--- config.mk ---
export PLATFORM = sky130hd
export DESIGN_NAME = dvrt_best
export DESIGN_NICKNAME = d
export VERILOG_FILES = /design/src/rtl/dvrt_pkg.sv /design/src/rtl/dvrt_best.sv
export SDC_FILE = /design/constraint.sdc
export NUM_CORES = 1
export LEC_CHECK = 0
export ABC_AREA = 1
export BUFFER_PORTS_ARGS = -buffer_cell sky130_fd_sc_hd__buf_2
export CAP_MARGIN = 30
export CORE_AREA = 2 2 115 117
export DETAILED_ROUTE_END_ITERATION = 7
export DIE_AREA = 0 0 117 119
export GPL_ROUTABILITY_DRIVEN = 0
export PLACE_DENSITY = 0.87
export RECOVER_POWER = 25
export SLEW_MARGIN = 15
export SYNTH_ARGS = -nofsm -noshare
export SYNTH_HDL_FRONTEND = slang
export SYNTH_SLANG_ARGS = --single-unit
--- constraint.sdc ---
create_clock -name vclk -period 16.8
set_input_delay 1.68 -clock vclk [all_inputs]
set_output_delay 1.68 -clock vclk [all_outputs]
set_load 0.1 [all_outputs]
--- src/rtl/dvrt_pkg.sv ---
`default_nettype none

package dvrt_pkg;

   localparam logic [15:0] COST_NONE  = 16'hFFFE;
   localparam logic [15:0] COST_START = 16'hFFFF;

   typedef enum logic [1:0] {
      CMD_UPDATE     = 2'd0,
      CMD_QUERY      = 2'd1,
      CMD_REMOVE     = 2'd2,
      CMD_REMOVE_ALL = 2'd3
   } cmd_type;

   typedef enum logic [1:0] {
      STATUS_DONE      = 2'd0,
      STATUS_NOT_FOUND = 2'd1,
      STATUS_FULL      = 2'd2
   } status_type;

   typedef enum logic [1:0] {
      ST_CLEAR,
      ST_IDLE,
      ST_MODIFY,
      ST_SWEEP
   } state_type;

   typedef struct packed {
      logic [1:0]  command;
      logic [5:0]  dest_index;
      logic [15:0] hop_id;
      logic [15:0] route_cost;
   } req_type;

   typedef struct packed {
      logic [15:0] best_hop;
      logic [15:0] best_cost;
      logic        route_found;
      logic [1:0]  status;
   } rsp_type;

   typedef struct packed {
      logic [15:0] hop;
      logic [15:0] cost;
      logic        valid;
   } slot_type;

   localparam int SLOT_W = $bits(slot_type);

   typedef struct packed {
      logic [15:0] best_hop;
      logic [15:0] best_cost;
      logic        route_found;
   } route_type;

   typedef struct packed {
      logic       hit;
      status_type status;
   } edit_info_type;

endpackage

`default_nettype wire

--- src/rtl/dvrt_best.sv ---
`default_nettype none

module dvrt_best import dvrt_pkg::*; #(
   parameter int NUM_SLOTS = 8
) (
   input  wire slot_type [NUM_SLOTS-1:0] row_data,
   output route_type                     route
);

   localparam int LEVELS = $clog2(NUM_SLOTS);
   localparam int LEAVES = 1 << LEVELS;

   slot_type node [1:2*LEAVES-1];

   // left side wins ties, so the lowest slot wins among equal costs
   function automatic slot_type slot_pick(input slot_type a, input slot_type b);
      slot_type r;
      r = a;
      if (!a.valid || (b.valid && (b.cost < a.cost))) begin
         r = b;
      end
      r.valid = a.valid | b.valid;
      return r;
   endfunction

   for (genvar j = 0; j < LEAVES; j++) begin : g_leaf
      if (j < NUM_SLOTS) begin : g_used
         assign node[LEAVES+j] = row_data[j];
      end else begin : g_pad
         assign node[LEAVES+j] = '0;
      end
   end

   for (genvar i = 1; i < LEAVES; i++) begin : g_node
      assign node[i] = slot_pick(node[2*i], node[2*i+1]);
   end

   // all valid costs at the start value: nothing strictly below it, hop stays 0
   assign route.route_found = node[1].valid;
   assign route.best_cost   = node[1].valid ? node[1].cost : COST_NONE;
   assign route.best_hop    = (node[1].valid && (node[1].cost != COST_START)) ?
                              node[1].hop : 16'd0;

endmodule

`default_nettype wire

== Yosys cells after proc, flatten, opt, wreduce, memory -nomap -nowiden ==
Cells that the tools add are included.
Operators by class
  order comparisons: 7
  equality and inequality tests: 1
  mux-type cells: 9
  bitwise gates (word level): 7
  reduce and logical (&&, ||, !) cells: 22
Operators by type and width (count)
  $mux 33: 7
  $lt 16x16->1: 7
  $mux 16: 2
  $ne 16x16->1 const B: 1
  $logic_and 1x1->1: 8
  $logic_not 1->1: 7
  $logic_or 1x1->1: 7
  $or 1x1->1: 7
Storage, ports and cells
  output and inout bits: 33
  register bits after elaboration: 0
  logic and storage cells: 46

== Logic depth before layout (Yosys ltp) ==
  word-level depth: 15
  depth in mapped cells: 50

== Worst setup path before layout ==
No wires, ideal clock.
  path kind: input -> output
  start point: in row_data[148] (netlist bit)
  end point: out route[17] (netlist bit)
  path buffers: 4
  path slack: 7.670 ns
  data required time: 15.120 ns
  arrival time: 7.450 ns
  cell stages on the path: 36
  path through: inv_1 > ha_1 > a211oi_1 > nand3_1 > nor2_1 > nand2_1 > nand2_1 > buf_6 > clkbuf_1 > a21oi_1 > ha_1 > a21o_1 > nor4_1 > nand2_2 > nand2_4 > inv_1 > clkbuf_1 > o21ai_0 > inv_1 > ha_1 > nand2_1 > nor2_1 > a211oi_1 > o21ai_0 > a31oi_1 > nand2_4 > nand2_4 > buf_6 > nand2_1 > nand2_1 > nor2_1 > nand2_1 > nor2_1 > nand2_1 > nand2_4 > nor2_1
RTL lines
  start: declaration: line dvrt_best.sv:6  | input wire slot_type [NUM_SLOTS-1:0] row_data,
  end: declaration: line dvrt_best.sv:7  | output route_type route

==> flow_summary.yaml <==
sta:
  slew_headroom_pct: -7.50
  min_period_over_period_pct: 76.9
  rsz0062_at_grt: "false"
  setup_viol: 0
  finalHoldViolations: 0
  max_freq_mhz: 77.5
  worstMarginPinSlew_ns: 1.61
  slew_violations: 27
  fin_crit_ns: 12.91
  fin_setup_tns_ns: 0
synth:
  synthCells: 951
  postSynthAreaPerCell_um2: 5.73
  ys_types: 32
  netlist_area_um2: 5450
  ys_seq_area_share_pct: 0
  synth.net_count: 1317
  yosysWarningCount: 0
floorplan:
  num_io_pins: 297
  rows: 42
  fp.dieH_um: 119
  fp.dieArea_um2: 13900
  initial_utilization_pct: 42.3
  fp.coreArea_um2: 12900
  die_x_um: 117
clocking:
  cts_setup_buffers: 0
  cts-resized-gates: 0
  postCtsHoldBufs: 0
power_and_ir_drop:
  intPower_uw: 160
  switching_share_pct: 77.2
  peakVddDrop_mv: 0.135
  power_uw: 703
  pwr-share-seq_pct: 0
  combPwrFrac_pct: 100.0
  p_sw_uw: 543
  power_frac_clock_pct: 0
  p_per_area_nw_per_um2: 101
  p_leak_uw: 0.00425
drt:
  vias_per_cell: 5.26
  vias: 7290
  drt_iter0_drc: 581
  first_pass_iters: 5
  ant_nets: 0
  drc: 0
  wl_per_cell_um: 14.2
  drt_wl_total_um: 19700
critical_path:
  crit_start: "row_data[78]"
  path_common_cell: "nand2_1"
  cp.arrival_ns: 11.23
  critPathMaxFanout: 48
  critPathLaunchType: "input pin"
  critPathBufInv: 5
  critical_path.top_delay_family: "simple AND/OR/NAND/NOR gates"
  crit_path_end_kind: "output pin"
  critPathSlowestCell: "clkbuf_1"
  worstSetupPathType: "input pin to output pin"
  crit_required_ns: 15.12
  cp_slowest_stage_delay_ns: 1.22
place:
  place_area_um2: 6940
  dp.cells: 1384
  io_buffers: 297
  hpwlAfterDp_um: 16900
global_routing:
  antenna_found_initial: 2
  gr-total-overflow: 0
  grt_usage_pct: 25.9
  grt_pass1_vias: 6353
  grt_max_degree: 49
  grt_pass1_wl_um: 29300
worst_hold_path:
  worstHoldStart: "row_data[215]"
  whs_path_depth: 6
  worstHoldEndpoint: "route[17]"
  worstHoldPathType: "input pin to output pin"
final_layout:
  nFlopsAndLatches: 0
  fin_util_pct: 54.2
  diodes: 0
  multi_input_area_um2: 4780
  nClkBuffers: 0
  layout.area.seq_um2: 0
  drive_gt1_share_pct: 27.8
  final_net_count: 1579
  instances_no_fill: 1387
  fin_area_um2: 6980
  num-fill-cells: 1337
  area.growth.synth_to_final_pct: 28.1
status:
  status: "finished with violations"
  violations: "max-capacitance violations, max-slew violations"
job:
  cap_violations: 1
[area by class of cell]
class | count | share of cell area [%]
repair buffers | 301 | 22.1
inverters | 116 | 6.24
multi-input cells | 794 | 68.5
well taps | 176 | 3.16
[cells in the final DEF, fill, tap and decap left out, types with 7 or more instances in the layout]
cell type / netlist / final
a211oi_1: 7 / 7
a21oi_1: 73 / 73
buf_2: 1 / 293
ha_1: 102 / 102
inv_1: 110 / 110
mux2_2: 15 / 15
mux2i_1: 47 / 47
nand2_1: 270 / 273
nand3_1: 40 / 40
nor2_1: 94 / 94
nor2_2: 10 / 10
o21ai_0: 76 / 76
o311ai_0: 15 / 15
[power by group through the flow]
stage / Combinational (uW) / Sequential (uW) / Clock (uW)
2_1_floorplan: 563 / 0 / 0
3_3_place_gp: 686 / 0 / 0
3_5_place_dp: 694 / 0 / 0
4_1_cts: 696 / 0 / 0
5_1_grt: 751 / 0 / 0
6_report: 703 / 0 / 0
[logic make-up after synthesis]
logic type	synth area share [%]
adder cells (fa/ha/maj)	23.4
AND/OR/NAND/NOR	34.1
multiplexers	11.7
AO/OA/AOI/OAI	18.8
buffers and inverters	12.0
[worst max path at each step]
stage,endpoint,slack [ns],cells after the start
3_3_place_gp,route[21],6.10,34
4_1_cts,route[21],5.97,34
5_1_grt,route[21],2.92,39
6_report,route[21],3.89,39
3_5_place_dp,route[21],5.97,36
2_1_floorplan,route[17],7.67,36
[synth_stat cells]
cell,number,area [um^2]
nor2_2,10,62.6
clkinv_1,3,11.3
buf_6,6,67.6
buf_12,1,20.0
nor4_1,5,31.3
buf_2,1,5.00
mux2i_1,47,470
a211oi_1,7,52.6
o211ai_1,2,15.0
inv_2,3,11.3
nand2_1,270,1010
nor2_1,94,353
o21ai_0,76,380
or2_2,2,12.5
a31oi_1,5,31.3
mux2_2,15,169
a21o_1,2,15.0
o311ai_0,15,131
nand4_1,2,12.5
o21a_1,3,22.5
o21ai_1,2,10.0
a21oi_1,73,365
ha_1,102,1280
buf_1,4,15.0
nand3_2,1,10.0
nand3_1,40,200
inv_1,110,413
nor3_1,5,25.0
clkbuf_1,29,109
nand3b_1,3,22.5
nand2_2,7,43.8
nand2_4,6,67.6
[metal layers]
layer  wire length, um  up-vias  GRT usage [%]
li1                  -     3693              -
met1              8760     3163           36.2
met2              8670      376           42.3
met3              1690       54           3.51
met4               520        4           5.22
met5                23        -              0
[stage by stage]
step	setup slack (ns)	hold slack, ns
5_1_grt	2.92	4.11
6_report	3.89	4.09
3_3_place_gp	6.10	4.05
4_1_cts	5.97	4.08
3_5_place_dp	5.97	4.07
2_1_floorplan	7.67	3.82
No activity file was read; power rests on OpenSTA's default activity.
