[src/rtl/dvrt_pkg.sv]
`default_nettype none

package dvrt_pkg;

   localparam logic [15:0] COST_NONE  = 16'hFFFE;
   localparam logic [15:0] COST_START = 16'hFFFF;

   typedef enum logic [1:0] {
      CMD_UPDATE     = 2'd0,
      CMD_QUERY      = 2'd1,
      CMD_REMOVE     = 2'd2,
      CMD_REMOVE_ALL = 2'd3
   } cmd_type;

   typedef enum logic [1:0] {
      STATUS_DONE      = 2'd0,
      STATUS_NOT_FOUND = 2'd1,
      STATUS_FULL      = 2'd2
   } status_type;

   typedef enum logic [1:0] {
      ST_CLEAR,
      ST_IDLE,
      ST_MODIFY,
      ST_SWEEP
   } state_type;

   typedef struct packed {
      logic [1:0]  command;
      logic [5:0]  dest_index;
      logic [15:0] hop_id;
      logic [15:0] route_cost;
   } req_type;

   typedef struct packed {
      logic [15:0] best_hop;
      logic [15:0] best_cost;
      logic        route_found;
      logic [1:0]  status;
   } rsp_type;

   typedef struct packed {
      logic [15:0] hop;
      logic [15:0] cost;
      logic        valid;
   } slot_type;

   localparam int SLOT_W = $bits(slot_type);

   typedef struct packed {
      logic [15:0] best_hop;
      logic [15:0] best_cost;
      logic        route_found;
   } route_type;

   typedef struct packed {
      logic       hit;
      status_type status;
   } edit_info_type;

endpackage

`default_nettype wire

[src/rtl/dvrt_row_edit.sv]
`default_nettype none

module dvrt_row_edit import dvrt_pkg::*; #(
   parameter int NUM_SLOTS = 8
) (
   input  wire slot_type [NUM_SLOTS-1:0] row_data,
   input  wire logic     [1:0]           command,
   input  wire logic     [15:0]          hop_id,
   input  wire logic     [15:0]          route_cost,
   output slot_type      [NUM_SLOTS-1:0] new_row,
   output edit_info_type                 info
);

   logic [NUM_SLOTS-1:0] match_vec;
   logic [NUM_SLOTS-1:0] free_vec;
   logic [NUM_SLOTS-1:0] match_first;
   logic [NUM_SLOTS-1:0] free_first;
   logic [NUM_SLOTS-1:0] sel_vec;

   always_comb begin
      for (int s = 0; s < NUM_SLOTS; s++) begin
         match_vec[s] = row_data[s].valid && (row_data[s].hop == hop_id);
         free_vec[s]  = !row_data[s].valid;
      end
   end

   // isolate lowest set bit: lowest matching slot, lowest free slot
   assign match_first = match_vec & (~match_vec + NUM_SLOTS'(1));
   assign free_first  = free_vec & (~free_vec + NUM_SLOTS'(1));
   assign sel_vec     = (|match_vec) ? match_first : free_first;

   always_comb begin
      new_row     = row_data;
      info.hit    = |match_vec;
      info.status = STATUS_DONE;
      case (command)
         CMD_UPDATE: begin
            if (!(|sel_vec)) begin
               info.status = STATUS_FULL;
            end
            for (int s = 0; s < NUM_SLOTS; s++) begin
               if (sel_vec[s]) begin
                  new_row[s].hop   = hop_id;
                  new_row[s].cost  = route_cost;
                  new_row[s].valid = 1'b1;
               end
            end
         end
         CMD_REMOVE, CMD_REMOVE_ALL: begin
            for (int s = 0; s < NUM_SLOTS; s++) begin
               if (match_vec[s]) begin
                  new_row[s].valid = 1'b0;
               end
            end
            info.status = (|match_vec) ? STATUS_DONE : STATUS_NOT_FOUND;
         end
         default: begin
            new_row = row_data;
         end
      endcase
   end

endmodule

`default_nettype wire

[config.mk]
export PLATFORM = sky130hd
export DESIGN_NAME = dvrt_row_edit
export DESIGN_NICKNAME = d
export VERILOG_FILES = /design/src/rtl/dvrt_pkg.sv /design/src/rtl/dvrt_row_edit.sv
export SDC_FILE = /design/constraint.sdc
export NUM_CORES = 1
export LEC_CHECK = 0
export BUFFER_PORTS_ARGS = -buffer_cell sky130_fd_sc_hd__buf_2
export CORE_AREA = 2 2 221 223
export DETAILED_ROUTE_END_ITERATION = 10
export DIE_AREA = 0 0 223 225
export GPL_TIMING_DRIVEN = 0
export PLACE_DENSITY = 0.43
export SLEW_MARGIN = 15
export SYNTH_ARGS = -nofsm -noshare
export SYNTH_HDL_FRONTEND = slang
export SYNTH_SLANG_ARGS = --single-unit
[constraint.sdc]
create_clock -name vclk -period 5.41
set_input_delay 1.3525 -clock vclk [all_inputs]
set_output_delay 1.3525 -clock vclk [all_outputs]
set_load 0.005 [all_outputs]
# Yosys cells after proc, flatten, opt, wreduce, memory -nomap -nowiden
# Cells that the tools add are included.
[word_totals]
reg_bits = 0
latchBits = 0
mem_bits_rw = 0
rom_bits = 0
input_bits = 298
out_inout_bits = 267
wordCells = 72
n_memories = 0
[op_classes]
add_sub_neg = 2
multipliers = 0
div = 0
order_cmp = 0
eq_ne = 10
n_shift = 0
muxes = 36
bitwise = 4
reduce_logical = 20
[ops]
columns = ["operator", "n"]
rows = [
  ["33-bit two-way mux", 8],
  ["32-bit two-way mux", 8],
  ["16-bit == test", 8],
  ["8-bit by 1-bit adder with 8-bit output (second input constant)", 2],
  ["8-bit AND", 2],
  ["8-bit inverter", 2],
  ["1-bit one-hot mux with 2 select lines", 8],
  ["8-bit OR reduction", 2],
  ["1-bit two-way mux", 9],
  ["1-bit logical AND", 8],
  ["1-bit logical NOT", 8],
  ["8-bit two-way mux", 1],
  ["2-bit == test (second input constant)", 2],
  ["2-bit one-hot mux with 2 select lines", 1],
  ["2-bit logical NOT", 1],
  ["2-bit two-way mux", 1],
  ["2-bit OR reduction", 1],
]

# Depth between registers and ports, before layout
[depth]
ltp_word = 9
depth_mapped = 11

# Worst setup path after synthesis
# Ideal clock, no wire load.
[synth_timing]
path_type = "input port to output port"
startpoint = "input port hop_id[10]"
endpoint = "output port new_row[89] (netlist name)"
arrival_time_ns = 3.554
required_time_ns = 4.058
path_slack_ns = 0.503
path_stages = 10
cell_sequence = "buf_4 > buf_4 > xnor2_1 > nand4_1 > nor4_1 > a222oi_1 > a41o_1 > nand3_2 > buf_4 > mux2_2"
[synth_rtl]
columns = ["element", "line_no", "rtl"]
rows = [
  ["start, declared", "dvrt_row_edit.sv:8", "input wire logic [15:0] hop_id,"],
  ["end, declared", "dvrt_row_edit.sv:10", "output slot_type [NUM_SLOTS-1:0] new_row,"],
]

==> results.json <==
{
  "status": "complete, but fails checks",
  "failing_checks": "negative setup slack",
  "initial_core_util_pct": 12.3,
  "setup_ws_ps": -56.3,
  "synth.top_cell.area_share_pct": 27.0,
  "largest_fanout_of_any_net_on_the_critical_path": 7,
  "crit_path_end_kind": "output pin",
  "timing.hold.worst.class": "input port to output pin",
  "finish.instance_area_um2": 11000,
  "yosys.cell_types.count": 43,
  "cell_with_the_most_instances_after_synthesis": "mux2_2",
  "drt_first_iter_violations": 330,
  "num-clock-buffers": 0,
  "share_of_the_yosys_chip_area_belonging_to_registers_pct": 0,
  "dieArea_um2": 50200,
  "critPathArrivalTime_ps": 4110,
  "dr_total_vias": 8002,
  "number_of_cells_in_the_design_after_placement": 1835,
  "die_width_um": 223,
  "areaGrowthSynthToFinish_pct": 88.8,
  "ys_warn_count": 0,
  "maxSlewViolCount": 0,
  "total_leakage_power_nw": 5.26,
  "aggregate_global_routing_overflow": 0,
  "grt_pass1_wl_um": 62700,
  "boundaryPins": 565,
  "max_cap_violations": 0,
  "grt_max_degree": 11,
  "post_route_cells_drive_above_1_share_pct": 72.2,
  "total_area_of_sequential_cells_um2": 0,
  "routed_wirelength_um": 47500,
  "place_area_um2": 9410,
  "dp.final_hpwl_um": 38900,
  "critPathCapture": "new_row[93]",
  "drc": 0,
  "layout_worst_path_cycle_share_pct": 101,
  "post_drt_wl_per_cell_um": 25.0,
  "hold_violations": 0,
  "nets_in_the_synthesized_netlist": 968,
  "fin_nets": 1586,
  "synthesis.instances": 670,
  "critical_path.startpoint_type": "input port",
  "vias_per_cell": 4.20,
  "crit_type": "input port to output pin",
  "synth_largest_area_cell": "mux2_2",
  "mappedNetlistArea_um2": 5840,
  "avgSynthCellArea_um2": 8.71,
  "maxClockFrequency_mhz": 183,
  "layout_min_cycle_time_ps": 5470,
  "power_density_nw_per_um2": 73.7,
  "finalNonFillerCells": 1903,
  "dpl_worst_slack_ps": -1350,
  "dr.pass1.iters": 6,
  "peakVddDrop_v": 0.0000264,
  "port_buffers": 548,
  "netlist_top_cells_area": "mux2_2, xnor2_1, mux2_4",
  "rsz0062_at_grt": "yes",
  "core_region_area_um2": 47500,
  "ant_nets": 0,
  "critPathRequiredTime_ps": 4060,
  "antenna_found_initial": 2,
  "worst_slew_margin_rel_pct": 43.6,
  "final-setup-viol-count": 30,
  "synth.top_cells.by_count": "mux2_2, xnor2_1, nand2_1",
  "setup.worst_path.start": "hop_id[10]",
  "gpl.final_weighted_congestion": 0.852,
  "seq_cells": 0,
  "via_count_of_the_first_global_routing_pass": 8287,
  "transition_time_at_the_pin_with_the_least_slew_margin_ps": 847,
  "floorplan.die.height_um": 225,
  "grt_usage_pct": 17.5,
  "placementRows": 80
}
-- where the power goes --
| part | internal [W] | total [W] | switching (W) |
|---|---|---|---|
| Clock | 0.0000000000406 | 0.0000000000407 | 0 |
| Combinational | 0.000408 | 0.000812 | 0.000404 |
| Sequential | 0 | 0 | 0 |
-- per-layer routing --
metal / global-route usage [%] / wire, um / vias to the layer above
met5: 0 / 0 / -
met4: 2.34 / 652 / 0
met3: 1.64 / 2210 / 28
met2: 30.9 / 23200 / 378
met1: 23.5 / 21500 / 3903
li1: - / - / 3693
-- worst min path at each step --
stage	start	to	slack, ps	depth (start not counted)
floorplan	row_data[198]	new_row[198]	2790	2
global placement	row_data[13]	new_row[13]	2980	3
detailed placement	row_data[13]	new_row[13]	2980	3
CTS	row_data[13]	new_row[13]	2980	3
global route	row_data[13]	new_row[13]	3000	3
finish	row_data[12]	new_row[12]	2980	3
-- stage by stage --
step | setup TNS, ps | hold slack, ps | total power, W | util (%)
after floorplan | 0 | 2790 | 0.000323 | -
after detailed placement | -272810 | 2980 | 0.000720 | 19.8
final | -551 | 2980 | 0.000812 | 23.2
after CTS | -2540 | 2980 | 0.000784 | 22.2
after global routing | -5330 | 3000 | 0.000865 | 23.2
after global placement | -413850 | 2980 | 0.000716 | 19.7
-- area by class of cell --
type                            count  area [um^2]
Inverter                            1         3.75
Antenna cell                        2         5.00
Tap cell                          615          769
Multi-Input combinational cell    592         5870
Fill cell                        5265        36500
Buffer                             77          935
Timing Repair Buffer              616         3440
-- layout by cell type, fill, tap and decap left out, drive strengths merged --
cell type,instances
nand4b,1
a41o,1
diode,2
a22oi,4
inv,1
a222oi,2
nand4bb,1
nor4b,1
o2111ai,1
and3,2
a21boi,1
nand3,4
buf,674
o21a,1
mux2,224
nand4,37
o41ai,2
clkbuf,19
o211ai,65
and2,7
nor4,9
xnor2,128
or2,1
nor2,1
o21ai,3
nor3b,1
a31oi,1
or4b,1
nand2,87
a21oi,3
a21o,3
-- cells by family after synthesis --
kind of cell              count (synthesis)  synth area share, %
AOI/OAI and AO/OA                        87                 11.7
xor gates and xnor gates                128                 19.2
buffers and inverters                    78                 8.85
muxes                                   224                 46.9
and+or+nand+nor                         153                 13.3
-- worst max-delay path: stages --
cell and delay (ps):
buf_4 160, xnor2_1 390, nand4_1 360, nor4_4 230, buf_4 180, a22oi_2 130, a41o_1 310, nand3_4 90
buf_6 160, buf_4 130, buf_12 120, mux2_2 330, buf_2 140
-- what timing repair did --
item,4_1_cts,5_1_grt
resized for setup,138,64
hold buffers,0,0
pin swaps,29,22
setup endpoints to repair,267,247
buffers inserted,45,18
hold endpoints to repair,0,0
gates cloned,2,3
No activity file was read; power rests on OpenSTA's default activity.
